===== config.mk =====
export PLATFORM = sky130hd
export DESIGN_NAME = compass_frame_parser_with_activation
export DESIGN_NICKNAME = d
export VERILOG_FILES = /design/src/rtl/cfp_pkg.sv /design/src/rtl/cfp_front.sv /design/src/rtl/cfp_queue.sv /design/src/rtl/cfp_back.sv /design/src/rtl/compass_frame_parser_with_activation.sv
export SDC_FILE = /design/constraint.sdc
export NUM_CORES = 1
export LEC_CHECK = 0
export ABC_AREA = 1
export BUFFER_PORTS_ARGS = -buffer_cell sky130_fd_sc_hd__buf_2
export CAP_MARGIN = 20
export CORE_ASPECT_RATIO = 0.75
export CORE_MARGIN = 8
export CORE_UTILIZATION = 50
export CTS_CLUSTER_DIAMETER = 30
export DETAILED_ROUTE_END_ITERATION = 10
export GPL_TIMING_DRIVEN = 0
export PLACE_DENSITY = 0.68
export SYNTH_ARGS = -nofsm -noshare
export SYNTH_HDL_FRONTEND = slang
export SYNTH_SLANG_ARGS = --single-unit

===== constraint.sdc =====
create_clock -name i_clk -period 11.75 [get_ports i_clk]
set_input_delay 1.175 -clock i_clk [delete_from_list [all_inputs] [get_ports i_clk]]
set_output_delay 1.175 -clock i_clk [all_outputs]
set_load 0.02 [all_outputs]

===== src/rtl/cfp_pkg.sv =====
// Types, constants and helper functions for the compass frame parser.
// No dependencies; used by every module of the block.
`default_nettype none

package cfp_pkg;

    // Protocol bytes
    localparam logic [7:0] HDR_BYTE       = 8'h5A;
    localparam logic [7:0] TYPE_ANGLE     = 8'h45;
    localparam logic [7:0] CMD_SYNC       = 8'hA5;
    localparam logic [7:0] CMD_START      = 8'h45;
    localparam logic [7:0] CMD_START_SUM  = 8'hEA;
    localparam logic [7:0] CMD_CAL_ACC    = 8'h51;
    localparam logic [7:0] CMD_CAL_ACC_S  = 8'hF6;
    localparam logic [7:0] CMD_CAL_GYRO   = 8'h52;
    localparam logic [7:0] CMD_CAL_GYRO_S = 8'hF7;
    localparam logic [7:0] CMD_CAL_MAG    = 8'h53;
    localparam logic [7:0] CMD_CAL_MAG_S  = 8'hF8;

    // Frame positions
    localparam logic [3:0] POS_HUNT       = 4'd0;
    localparam logic [3:0] POS_AFTER_HDR  = 4'd2;
    localparam logic [3:0] POS_TYPE       = 4'd2;
    localparam logic [3:0] POS_DATA_FIRST = 4'd4;
    localparam int         DATA_BYTES     = 6;
    localparam logic [3:0] POS_FRAME_END  = 4'd10;

    // Configuration
    localparam logic [15:0] TIMEOUT_RST   = 16'd2000;
    localparam logic [7:0]  THRESH_RST    = 8'd50;
    localparam logic        CFG_TIMEOUT   = 1'b0;
    localparam logic        CFG_THRESH    = 1'b1;
    localparam logic [7:0]  ACT_MAX       = 8'hFF;

    // Calibration selects
    localparam logic [1:0] SEL_ACC  = 2'd0;
    localparam logic [1:0] SEL_GYRO = 2'd1;
    localparam logic [1:0] SEL_MAG  = 2'd2;

    // Result kinds
    localparam logic KIND_ANGLE = 1'b0;
    localparam logic KIND_TX    = 1'b1;

    // Transmit beats within one command
    localparam logic [1:0] BEAT_SYNC = 2'd0;
    localparam logic [1:0] BEAT_CMD  = 2'd1;
    localparam logic [1:0] BEAT_SUM  = 2'd2;

    localparam int QUEUE_DEPTH = 4;

    typedef enum logic [1:0] {
        MODE_BYTE  = 2'd0,
        MODE_TICK  = 2'd1,
        MODE_START = 2'd2,
        MODE_CAL   = 2'd3
    } t_mode;

    typedef enum logic [2:0] {
        JOB_ANGLE    = 3'd0,
        JOB_START    = 3'd1,
        JOB_CAL_ACC  = 3'd2,
        JOB_CAL_GYRO = 3'd3,
        JOB_CAL_MAG  = 3'd4
    } t_job_op;

    typedef struct packed {
        logic [1:0] mode;
        logic [7:0] rx_byte;
        logic [1:0] command_select;
    } t_in_item;

    typedef struct packed {
        logic               kind;
        logic signed [15:0] roll;
        logic signed [15:0] pitch;
        logic signed [15:0] yaw;
        logic [7:0]         tx_byte;
        logic               last;
    } t_out_item;

    typedef struct packed {
        t_job_op            op;
        logic signed [15:0] roll;
        logic signed [15:0] pitch;
        logic signed [15:0] yaw;
    } t_job;

    typedef struct packed {
        logic        valid;
        logic        index;
        logic [15:0] data;
    } t_cfg_wr;

    // Byte sent on a given beat of a command job
    function automatic logic [7:0] cmd_byte(t_job_op op, logic [1:0] beat);
        logic [7:0] cmd;
        logic [7:0] sum;
        case (op)
            JOB_CAL_ACC: begin
                cmd = CMD_CAL_ACC;
                sum = CMD_CAL_ACC_S;
            end
            JOB_CAL_GYRO: begin
                cmd = CMD_CAL_GYRO;
                sum = CMD_CAL_GYRO_S;
            end
            JOB_CAL_MAG: begin
                cmd = CMD_CAL_MAG;
                sum = CMD_CAL_MAG_S;
            end
            default: begin
                cmd = CMD_START;
                sum = CMD_START_SUM;
            end
        endcase
        case (beat)
            BEAT_SYNC: cmd_byte = CMD_SYNC;
            BEAT_CMD:  cmd_byte = cmd;
            default:   cmd_byte = sum;
        endcase
    endfunction

endpackage

`default_nettype wire


===== src/rtl/cfp_front.sv =====
// Front end: takes input items, runs the frame parser, activity count and
// timeout timer, and posts one job per productive item. Depends on cfp_pkg.
`default_nettype none

module cfp_front (
    input  wire logic            i_clk,
    input  wire logic            i_rst_n,
    input  wire logic            i_accept,
    input  cfp_pkg::t_in_item    i_item,
    input  cfp_pkg::t_cfg_wr     i_cfg,
    output logic                 o_job_vld,
    output cfp_pkg::t_job        o_job
);

    logic        r_prev_hdr, n_prev_hdr;
    logic [3:0]  r_pos, n_pos;
    logic [7:0]  r_type, n_type;
    logic [7:0]  r_data [cfp_pkg::DATA_BYTES];
    logic        r_running, n_running;
    logic [7:0]  r_act, n_act;
    logic [15:0] r_rem, n_rem;
    logic        r_armed, n_armed;
    logic [15:0] r_timeout;
    logic [7:0]  r_thresh;
    logic        byte_wr;

    // Next state of parser and timer
    always_comb begin
        n_prev_hdr = r_prev_hdr;
        n_pos      = r_pos;
        n_type     = r_type;
        n_running  = r_running;
        n_act      = r_act;
        n_rem      = r_rem;
        n_armed    = r_armed;
        byte_wr    = 1'b0;
        o_job_vld  = 1'b0;
        o_job.op    = cfp_pkg::JOB_START;
        o_job.roll  = {r_data[0], r_data[1]};
        o_job.pitch = {r_data[2], r_data[3]};
        o_job.yaw   = {r_data[4], r_data[5]};
        unique case (cfp_pkg::t_mode'(i_item.mode))
            cfp_pkg::MODE_BYTE: begin
                if (r_pos == cfp_pkg::POS_HUNT) begin
                    if (r_prev_hdr && i_item.rx_byte == cfp_pkg::HDR_BYTE) begin
                        n_prev_hdr = 1'b0;
                        n_pos      = cfp_pkg::POS_AFTER_HDR;
                    end else begin
                        if (!r_running && r_act != cfp_pkg::ACT_MAX) begin
                            n_act = r_act + 8'd1;
                        end
                        n_prev_hdr = (i_item.rx_byte == cfp_pkg::HDR_BYTE);
                    end
                end else begin
                    byte_wr = 1'b1;
                    if (r_pos == cfp_pkg::POS_TYPE) begin
                        n_type = i_item.rx_byte;
                    end
                    if (r_pos >= cfp_pkg::POS_FRAME_END) begin
                        n_pos      = cfp_pkg::POS_HUNT;
                        n_prev_hdr = 1'b0;
                        if (r_type == cfp_pkg::TYPE_ANGLE) begin
                            o_job_vld = 1'b1;
                            o_job.op  = cfp_pkg::JOB_ANGLE;
                        end
                    end else begin
                        n_pos = r_pos + 4'd1;
                    end
                end
            end
            cfp_pkg::MODE_TICK: begin
                if (r_armed) begin
                    if (r_rem > 16'd1) begin
                        n_rem = r_rem - 16'd1;
                    end else if (r_act < r_thresh) begin
                        // timeout with too little traffic: restart
                        n_act     = '0;
                        n_rem     = r_timeout;
                        o_job_vld = 1'b1;
                    end else begin
                        n_armed   = 1'b0;
                        n_rem     = '0;
                        n_running = 1'b1;
                        n_act     = '0;
                    end
                end
            end
            cfp_pkg::MODE_START: begin
                n_rem     = r_timeout;
                n_armed   = 1'b1;
                o_job_vld = 1'b1;
            end
            cfp_pkg::MODE_CAL: begin
                case (i_item.command_select)
                    cfp_pkg::SEL_ACC: begin
                        o_job_vld = 1'b1;
                        o_job.op  = cfp_pkg::JOB_CAL_ACC;
                    end
                    cfp_pkg::SEL_GYRO: begin
                        o_job_vld = 1'b1;
                        o_job.op  = cfp_pkg::JOB_CAL_GYRO;
                    end
                    cfp_pkg::SEL_MAG: begin
                        o_job_vld = 1'b1;
                        o_job.op  = cfp_pkg::JOB_CAL_MAG;
                    end
                    default: begin
                        o_job_vld = 1'b0;
                    end
                endcase
            end
        endcase
        if (!i_accept) begin
            o_job_vld = 1'b0;
        end
    end

    // Control state
    always_ff @(posedge i_clk) begin
        if (!i_rst_n) begin
            r_prev_hdr <= 1'b0;
            r_pos      <= cfp_pkg::POS_HUNT;
            r_type     <= '0;
            r_running  <= 1'b0;
            r_act      <= '0;
            r_rem      <= '0;
            r_armed    <= 1'b0;
        end else if (i_accept) begin
            r_prev_hdr <= n_prev_hdr;
            r_pos      <= n_pos;
            r_type     <= n_type;
            r_running  <= n_running;
            r_act      <= n_act;
            r_rem      <= n_rem;
            r_armed    <= n_armed;
        end
    end

    // Frame data bytes, written by position
    always_ff @(posedge i_clk) begin
        for (int i = 0; i < cfp_pkg::DATA_BYTES; i++) begin
            if (i_accept && byte_wr && r_pos == cfp_pkg::POS_DATA_FIRST + 4'(i)) begin
                r_data[i] <= i_item.rx_byte;
            end
        end
    end

    // Configuration registers
    always_ff @(posedge i_clk) begin
        if (!i_rst_n) begin
            r_timeout <= cfp_pkg::TIMEOUT_RST;
            r_thresh  <= cfp_pkg::THRESH_RST;
        end else if (i_cfg.valid) begin
            case (i_cfg.index)
                cfp_pkg::CFG_TIMEOUT: r_timeout <= i_cfg.data;
                default:              r_thresh  <= i_cfg.data[7:0];
            endcase
        end
    end

endmodule

`default_nettype wire


===== src/rtl/cfp_queue.sv =====
// Job queue between the front end and the result sequencer.
// Depends on cfp_pkg for the job type.
`default_nettype none

module cfp_queue #(
    parameter int DEPTH = cfp_pkg::QUEUE_DEPTH
) (
    input  wire logic      i_clk,
    input  wire logic      i_rst_n,
    input  wire logic      i_push,
    input  cfp_pkg::t_job  i_wdata,
    output logic           o_full,
    output logic           o_valid,
    output cfp_pkg::t_job  o_rdata,
    input  wire logic      i_pop
);

    localparam int PW = (DEPTH > 1) ? $clog2(DEPTH) : 1;
    localparam int CW = $clog2(DEPTH + 1);

    cfp_pkg::t_job r_mem [DEPTH];
    logic [PW-1:0] r_wr_ptr, r_rd_ptr;
    logic [CW-1:0] r_count;
    logic          do_pop;

    assign o_full  = (r_count == CW'(DEPTH));
    assign o_valid = (r_count != '0);
    assign o_rdata = r_mem[r_rd_ptr];
    assign do_pop  = i_pop && o_valid;

    // Store entries
    always_ff @(posedge i_clk) begin
        if (i_push) begin
            r_mem[r_wr_ptr] <= i_wdata;
        end
    end

    // Advance pointers and count
    always_ff @(posedge i_clk) begin
        if (!i_rst_n) begin
            r_wr_ptr <= '0;
            r_rd_ptr <= '0;
            r_count  <= '0;
        end else begin
            if (i_push) begin
                r_wr_ptr <= (r_wr_ptr == PW'(DEPTH - 1)) ? '0 : r_wr_ptr + PW'(1);
            end
            if (do_pop) begin
                r_rd_ptr <= (r_rd_ptr == PW'(DEPTH - 1)) ? '0 : r_rd_ptr + PW'(1);
            end
            if (i_push && !do_pop) begin
                r_count <= r_count + CW'(1);
            end else if (!i_push && do_pop) begin
                r_count <= r_count - CW'(1);
            end
        end
    end

endmodule

`default_nettype wire


===== src/rtl/cfp_back.sv =====
// Result sequencer: expands queued jobs into result beats and holds the
// oldest one in an output register. Depends on cfp_pkg.
`default_nettype none

module cfp_back (
    input  wire logic          i_clk,
    input  wire logic          i_rst_n,
    input  wire logic          i_job_vld,
    input  cfp_pkg::t_job      i_job,
    output logic               o_job_pop,
    output logic               o_empty,
    output cfp_pkg::t_out_item o_item,
    input  wire logic          i_pop
);

    logic               r_out_vld;
    cfp_pkg::t_out_item r_out, n_out;
    logic [1:0]         r_beat;
    logic               load;
    logic               is_last;

    assign load      = i_job_vld && (!r_out_vld || i_pop);
    assign is_last   = (i_job.op == cfp_pkg::JOB_ANGLE) || (r_beat == cfp_pkg::BEAT_SUM);
    assign o_job_pop = load && is_last;
    assign o_empty   = !r_out_vld;
    assign o_item    = r_out;

    // Build the beat for the head job
    always_comb begin
        n_out.last = is_last;
        if (i_job.op == cfp_pkg::JOB_ANGLE) begin
            n_out.kind    = cfp_pkg::KIND_ANGLE;
            n_out.roll    = i_job.roll;
            n_out.pitch   = i_job.pitch;
            n_out.yaw     = i_job.yaw;
            n_out.tx_byte = '0;
        end else begin
            n_out.kind    = cfp_pkg::KIND_TX;
            n_out.roll    = '0;
            n_out.pitch   = '0;
            n_out.yaw     = '0;
            n_out.tx_byte = cfp_pkg::cmd_byte(i_job.op, r_beat);
        end
    end

    // Advance beat counter and output flag
    always_ff @(posedge i_clk) begin
        if (!i_rst_n) begin
            r_out_vld <= 1'b0;
            r_beat    <= cfp_pkg::BEAT_SYNC;
        end else begin
            if (load) begin
                r_out_vld <= 1'b1;
                r_beat    <= is_last ? cfp_pkg::BEAT_SYNC : r_beat + 2'd1;
            end else if (i_pop) begin
                r_out_vld <= 1'b0;
            end
        end
    end

    // Hold the output beat
    always_ff @(posedge i_clk) begin
        if (load) begin
            r_out <= n_out;
        end
    end

endmodule

`default_nettype wire


===== src/rtl/compass_frame_parser_with_activation.sv =====
// Top level of the compass frame parser with activation handshake.
// Depends on cfp_pkg, cfp_front, cfp_queue and cfp_back.
//
// One input item is taken per cycle while the job queue (QUEUE_DEPTH entries)
// has room; the front end settles each item in that cycle. A received
// angle frame yields one result beat, a start, restart or calibration yields
// three transmit beats, and the result sequencer delivers one beat per cycle
// while the receiver pops, so a stream of command items is held back by its
// three beats each and other items are not. The first beat of an item is
// written to the queue on the edge that takes it and then into the output
// register, from which it can be popped. Config writes are taken every cycle.
`default_nettype none

module compass_frame_parser_with_activation #(
    parameter int QUEUE_DEPTH = cfp_pkg::QUEUE_DEPTH
) (
    input  wire logic          i_clk,
    input  wire logic          i_rst_n,
    input  wire logic          push,
    output logic               full,
    input  cfp_pkg::t_in_item  i_in_item,
    output logic               empty,
    input  wire logic          pop,
    output cfp_pkg::t_out_item o_out_item,
    input  wire logic          i_cfg_valid,
    output logic               o_cfg_ready,
    input  wire logic          i_cfg_index,
    input  wire logic [15:0]   i_cfg_data
);

    logic             accept;
    logic             job_vld;
    cfp_pkg::t_job    job;
    logic             q_valid;
    cfp_pkg::t_job    q_head;
    logic             q_pop;
    cfp_pkg::t_cfg_wr cfg;

    assign o_cfg_ready = 1'b1;
    assign accept      = push && !full;
    assign cfg.valid   = i_cfg_valid;
    assign cfg.index   = i_cfg_index;
    assign cfg.data    = i_cfg_data;

    cfp_front u_front (
        .i_clk     (i_clk),
        .i_rst_n   (i_rst_n),
        .i_accept  (accept),
        .i_item    (i_in_item),
        .i_cfg     (cfg),
        .o_job_vld (job_vld),
        .o_job     (job)
    );

    cfp_queue #(
        .DEPTH (QUEUE_DEPTH)
    ) u_queue (
        .i_clk   (i_clk),
        .i_rst_n (i_rst_n),
        .i_push  (job_vld),
        .i_wdata (job),
        .o_full  (full),
        .o_valid (q_valid),
        .o_rdata (q_head),
        .i_pop   (q_pop)
    );

    cfp_back u_back (
        .i_clk     (i_clk),
        .i_rst_n   (i_rst_n),
        .i_job_vld (q_valid),
        .i_job     (q_head),
        .o_job_pop (q_pop),
        .o_empty   (empty),
        .o_item    (o_out_item),
        .i_pop     (pop)
    );

endmodule

`default_nettype wire


Word level (Yosys, flattened, before mapping)
Memory sizes are Yosys's and may differ from the RTL's. A register that Yosys moved wholly into a read port is not among the register bits. Index checks and enable logic that the tools add are counted.

Bits of input ports: 34. Register bits: 131. Bits in writable memories: 252. Bits in latches: 0. ROM bits: 0. Memories kept: 2. Output and inout bits: 61.

$lt $le $gt $ge: 3. Reductions and logical operators: 48. Bitwise logic cells: 4. Eq/ne operators: 29. Shifts and indexed selects: 0. Multipliers: 0. Div/mod/pow operators: 0. Add/subtract/negate cells: 8. Multiplexer cells: 77.

Memories: u_queue.r_mem (depth 4, bits a word 51, read ports 1, clocked after memory_dff 1, write ports 1, RTL line cfp_queue.sv:21) `cfp_pkg::t_job r_mem [DEPTH];`; u_front.r_data (depth 6, bits a word 8, read ports 6, clocked after memory_dff 0, write ports 1, RTL line cfp_front.sv:18) `logic [7:0] r_data [cfp_pkg::DATA_BYTES];`.

Operator list (count): 8-bit 2-to-1 mux (10); 57-bit 2-to-1 mux (1); 16-bit 2-to-1 mux (3); 8-bit OR reduction (5); 1-bit 2-to-1 mux (37); 16-bit one-hot mux with 2 select lines (1); 8-bit one-hot mux with 2 select lines (2); 5-bit one-hot mux with 3 select lines (2); 3-bit 2-to-1 mux (9); 4-bit by 3-bit equality test with 1-bit output, second input constant (4); 8-bit by 7-bit equality test with 1-bit output, second input constant (2); 16-bit by 1-bit greater-than comparator with 1-bit output, second input constant (1); 16-bit by 1-bit subtractor with 16-bit output, second input constant (1); 1-bit logical AND (15); 2-bit equality test, second input constant (6); 4-bit 2-to-1 mux (3); 2-bit 2-to-1 mux (5); 2-bit nonzero test (5); 3-bit one-hot mux with 3 select lines (1); 3-bit AND reduction (3); 8-bit by 1-bit adder with 8-bit output, second input constant (1); 4-bit equality test, second input constant (2); 8-bit < comparator (1); 8-bit inequality test, second input constant (1); 26 further kinds (48).

Depth between registers and ports, before layout
Depth after elaboration: 13. Mapped depth: 18. Mapped depth without buffers: 18.

Cells and area by module
A second synthesis with hierarchy kept.

Cells, all modules: 1420. Area total of the unflattened synthesis: 15859.0 um^2.

Modules (own cells, without submodules): cfp_queue (instances 1, sequential area each 6306.0 um^2, cells each 557, area an instance 8069.0 um^2); cfp_front (instances 1, sequential area each 2702.6 um^2, cells each 645, area an instance 5290.1 um^2); cfp_back (instances 1, sequential area each 1771.7 um^2, cells each 214, area an instance 2478.6 um^2); compass_frame_parser_with_activation (instances 1, sequential area each 0.0 um^2, cells each 4, area an instance 21.3 um^2).

Worst setup path after synthesis
Ideal clock, no wire load.

Kind: input -> register. Start point: input pop. End point: register u_queue.r_count[1]. Library setup time: 0.120 ns. Arrival: 5.983 ns. Slack: 5.647 ns. Stages on the path: 10. Path through: nor2_1 > a31oi_1 > inv_1 > a21oi_4 > inv_2 > ha_1 > inv_1 > fa_1 > o21ai_0 > a21oi_1.

Longest elaborated chain between the ends: 7. Elaborated cells between the ends (all ways): 9. Those cells by class: 1 x mux; 8 x reduce/logical.

Ends and longest elaborated chain: from (decl) (RTL line compass_frame_parser_with_activation.sv:23) `input wire logic pop,`; 1-bit logical OR * (RTL line cfp_back.sv:22) `assign load = i_job_vld && (!r_out_vld || i_pop);`; 1-bit logical AND * (RTL line cfp_back.sv:22); via u_back.load (RTL line cfp_back.sv:19) `logic load;`; 1-bit logical AND * (RTL line cfp_back.sv:24) `assign o_job_pop = load && is_last;`; 1-bit logical AND * (RTL line cfp_queue.sv:29) `assign do_pop = i_pop && o_valid;`; 1-bit zero test (RTL line cfp_queue.sv:51) `if (i_push && !do_pop) begin`; 1-bit logical AND (RTL line cfp_queue.sv:51); 3-bit 2-to-1 mux or 2-bit nonzero test (tied branches); to (signal assigned) (RTL line cfp_queue.sv:52) `r_count <= r_count + CW'(1);`; to (signal assigned) (RTL line cfp_queue.sv:54) `r_count <= r_count - CW'(1);`; to (decl) (RTL line cfp_queue.sv:23) `logic [CW-1:0] r_count;`.

The timed path passes the listed nets; every way through them passes the cells marked *. A chain may end at the register's enable or synchronous reset.

Worst setup path in the final report
Start point: input i_in_item[10] (netlist name). End point: memory u_queue.r_mem[3][28] (netlist name), enable pin.

Longest elaborated chain between the ends: 5. Elaborated cells between the ends (all ways): 8. Those cells by class: 3 x eq/ne; 4 x mux; 1 x reduce/logical.

Ends and longest elaborated chain: from (decl) (RTL line compass_frame_parser_with_activation.sv:21) `input cfp_pkg::t_in_item i_in_item,`; 2-bit equality test, or another cell as far along (RTL line cfp_front.sv:42) `unique case (cfp_pkg::t_mode'(i_item.mode))`; 1-bit one-hot mux with 4 select lines * (RTL line cfp_front.sv:42); 1-bit 2-to-1 mux * (RTL line cfp_front.sv:113) `if (!i_accept) begin`; 1-bit 2-to-1 mux * (RTL line cfp_queue.sv:33) `if (i_push) begin`; 1-bit 2-to-1 mux (not written as such) * (RTL line cfp_queue.sv:34) `r_mem[r_wr_ptr] <= i_wdata;`; to (decl) (RTL line cfp_queue.sv:21).

Every way passes the cells marked *; elsewhere a longest branch is shown, timed or not.

==> flow_summary_export.csv <==
group,metric,value,unit
floorplan,io_pins,95,
timing,rsz0062_at_grt,"no",
cts,cts_resized,0,
synth,ys_types,44,
floorplan,std_cell_rows,56,
setup_path,cp-end-kind,"flop",
detailed_routing,drt-met1-wl,16300,um
grt,antenna_found_initial,5,
detailed_routing,drt_iter0_drc,935,
synth,synth_nets,1463,
power_and_ir_drop,switching_power,0.00159,W
cts,ctsHoldBuffers,0,
run,drv_cap,0,
grt,grt_max_degree,31,
floorplan,die-area,37100,sq um
synth,async_flop_share,0,
timing,setup_viol,0,
run_status,status,"complete, no violations",
place,gp_congestion,0.889,
detailed_routing,wl_per_cell,18.5,um
floorplan,die_x,220,um
setup_path,startpoint_type,"primary input",
setup_path,path_class,"primary input to flop",
place,hpwl,24200,um
setup_path,rr_startpoint,"u_front.r_act[3]",
cts,numCtsBuffers,69,
setup_path,crit_arrival,3510,ps
detailed_routing,drc_errors,0,
detailed_routing,route.top_layer_used,"met5",
final_layout,fillers,2384,
setup_path,crit_path_max_incr_delay,820,ps
detailed_routing,dr_wl_met2,17400,um
power_and_ir_drop,pwr-share-comb,0.239,
timing,fin_tns_setup,0,ps
timing,fin_crit_sh,0.277,
cts,clk_path_buf_depth,3,
timing,fmax,0.307,GHz
synth,yosysWarnings,0,
floorplan,start_util,0.503,
final_layout,finalNetCount,1637,
place,place_inst,1908,
power_and_ir_drop,p_seq_frac,0.348,
cts,worstSkewPairLatency,580,ps
setup_path,crit_chain,"buf_2 > ha_1 > inv_1 > nor2_1 > nor3_1 > o21ai_0 > o21bai_2 > nand2_2 > nor2_4 > buf_12",
grt,overflow,0,
cts,htree_levels,3,
worst_hold_path,hold_path_class,"flop to flop",
power_and_ir_drop,power,0.00498,W
grt,grt_pass1_wl,58200,um
synth,synth.cell_area,15600,sq um
setup_path,rrSetupSlack,8610,ps
power_and_ir_drop,internal-power,0.00339,W
synth,ys_seq_area_frac,0.692,
detailed_routing,ant_nets,0,
timing,worst_clock_skew,21.6,ps
timing,slew_violations,0,
synth,synth.avg_cell_area,11.1,sq um
final_layout,postLayoutCellArea,19200,sq um
synth,synth_edf_count,309,
timing,fin_crit,3260,ps
grt,grt_pass1_vias,10773,
synth,synth-seq-cells,384,
timing,hold_viol,0,
detailed_routing,totalWireLength,37600,um
detailed_routing,num_vias,10816,
floorplan,coreArea,31000,sq um
synth,syn_inst,1399,
power_and_ir_drop,ir_drop,110,uV
power_and_ir_drop,p_per_area,259,nW/um^2
final_layout,instances_no_fill,2037,
timing,worst_pin_slew,1010,ps
power_and_ir_drop,swShare,0.320,
setup_path,required,12000,ps
synth,synthFlopType,"edfxtp_1",
timing,slew_headroom,0.327,
detailed_routing,vias_per_cell,5.31,
detailed_routing,dr_wl_met3,2910,um
cts,cts_sinks,384,
worst_hold_path,min-delay-start,"u_front.r_running",
power_and_ir_drop,leakagePower,7.35,nW
cts,cts-root-buf,"clkbuf_16",
place,portBuffers,93,
detailed_routing,firstDrtPassIters,5,
setup_path,crit_start,"i_in_item[10]",
cts,cts_tree,"done",
final_layout,drive_gt1_frac,0.171,
setup_path,critPathSlowestCell,"nor2_4",
floorplan,fp.dieH,169,um
place,placed_cell_area,16800,sq um
cts,post-cts-setup-buffer-count,0,
final_layout,syn_to_final_growth,23.5,%
grt,grt_use_total,0.203,
power_and_ir_drop,clockPowerShare,0.412,
cts,clk_pin_slew,50,ps
setup_path,worstPathMaxFanout,27,
area by class of cell:
class	count	area, sq um	area share
Sequential cell	384	10800	0.560
Inverter	101	379	0.0197
Multi-Input combinational cell	857	4230	0.220
Timing Repair Buffer	103	641	0.0333
Clock buffer	79	1810	0.0939
Tap cell	406	508	0.0264
Antenna cell	1	2.50	0.000130
Clock inverter	49	643	0.0334
Buffer	57	249	0.0129
power by group through the flow:
stage                     Combinational (W)  Clock, W  Sequential [W]
after global placement              0.00113         0         0.00179
after CTS                           0.00120   0.00208         0.00174
after floorplan                    0.000634         0         0.00191
after detailed placement            0.00119         0         0.00176
after global routing                0.00132   0.00214         0.00175
final                               0.00119   0.00206         0.00174
placed cells by master (no fill, tap or decap), types with 13 or more instances in the layout:
| cell | Yosys | final |
|---|---|---|
| a21oi_1 | 113 | 113 |
| buf_1 | 13 | 13 |
| buf_2 | 19 | 113 |
| clkbuf_1 | 22 | 30 |
| clkbuf_16 | 0 | 71 |
| dfxtp_1 | 75 | 75 |
| edfxtp_1 | 309 | 309 |
| ha_1 | 29 | 29 |
| inv_1 | 94 | 94 |
| nand2_1 | 157 | 157 |
| nand3_1 | 48 | 48 |
| nor2_1 | 285 | 281 |
| o21ai_0 | 141 | 141 |
routing by layer:
layer	up-vias	GRT usage
met5	-	0
met3	86	0.0426
li1	5187	-
met4	2	0.0777
met2	416	0.316
met1	5125	0.276
metrics by stage:
step | utilization | setup slack, ps | hold slack (ps)
finish | 0.621 | 8490 | 452
global route | 0.621 | 8300 | 471
CTS | 0.621 | 8510 | 454
detailed placement | 0.542 | 7940 | 447
global placement | 0.535 | 3560 | 440
floorplan | - | 5650 | 429
critical path, delay by kind of cell:
kind                       cells  cell delay [ps]
adders and majority gates      1              170
AOI/OAI and AO/OA              2              240
and+or+nand+nor                4             1450
buffers and inverters          3              460
cell families after synthesis:
logic type,share of synthesized area
AOI/OAI and AO/OA,0.0950
and+or+nand+nor,0.142
buffers and inverters,0.0403
xor gates and xnor gates,0.00618
DFF,0.692
adders and majority gates,0.0246
other,0.000241
Yosys cell counts, types with 2 or more instances:
| cell type | count | area (sq um) |
|---|---|---|
| nand3_1 | 48 | 240 |
| nor2_4 | 2 | 22.5 |
| xnor2_1 | 3 | 26.3 |
| nand4_1 | 6 | 37.5 |
| clkbuf_1 | 22 | 82.6 |
| o21ai_0 | 141 | 706 |
| buf_4 | 3 | 22.5 |
| buf_2 | 19 | 95.1 |
| a41oi_1 | 2 | 17.5 |
| edfxtp_1 | 309 | 9280 |
| o21ai_1 | 3 | 15.0 |
| inv_1 | 94 | 353 |
| nand3b_1 | 4 | 30.0 |
| o21ai_2 | 2 | 17.5 |
| nand2_1 | 157 | 589 |
| a21oi_4 | 2 | 32.5 |
| nor2_2 | 7 | 43.8 |
| nor3_1 | 14 | 70.1 |
| a21oi_1 | 113 | 566 |
| or2_2 | 2 | 12.5 |
| a31oi_1 | 4 | 25.0 |
| dfxtp_1 | 75 | 1500 |
| or2_1 | 2 | 12.5 |
| nand2_2 | 5 | 31.3 |
| nor2_1 | 285 | 1070 |
| ha_1 | 29 | 363 |
| o211ai_1 | 4 | 30.0 |
| buf_1 | 13 | 48.8 |
| xor2_1 | 8 | 70.1 |
| inv_2 | 7 | 26.3 |
sequential cells by signal (all words and copies together), names as in the netlist, 2 cells and up, named ones only:
signal,count
u_queue.r_wr_ptr,2
u_front.r_pos,4
u_front.r_rem,16
u_back.r_beat,2
u_queue.r_mem,204
u_front.r_thresh,8
u_front.r_act,8
u_front.r_data,48
u_front.r_timeout,16
u_queue.r_rd_ptr,2
u_queue.r_count,3
u_back.o_item,57
u_front.r_type,8
path summary, 6_finish.rpt:
| kind | endpoint | depth (start not counted) |
|---|---|---|
| setup reg to reg | u_queue.r_mem[3][28] | 9 |
| hold / removal | u_front.r_running | 2 |
| hold reg to reg | u_front.r_running | 2 |
| setup / recovery | u_queue.r_mem[3][28] | 10 |
Power figures use the tool's default switching activity.
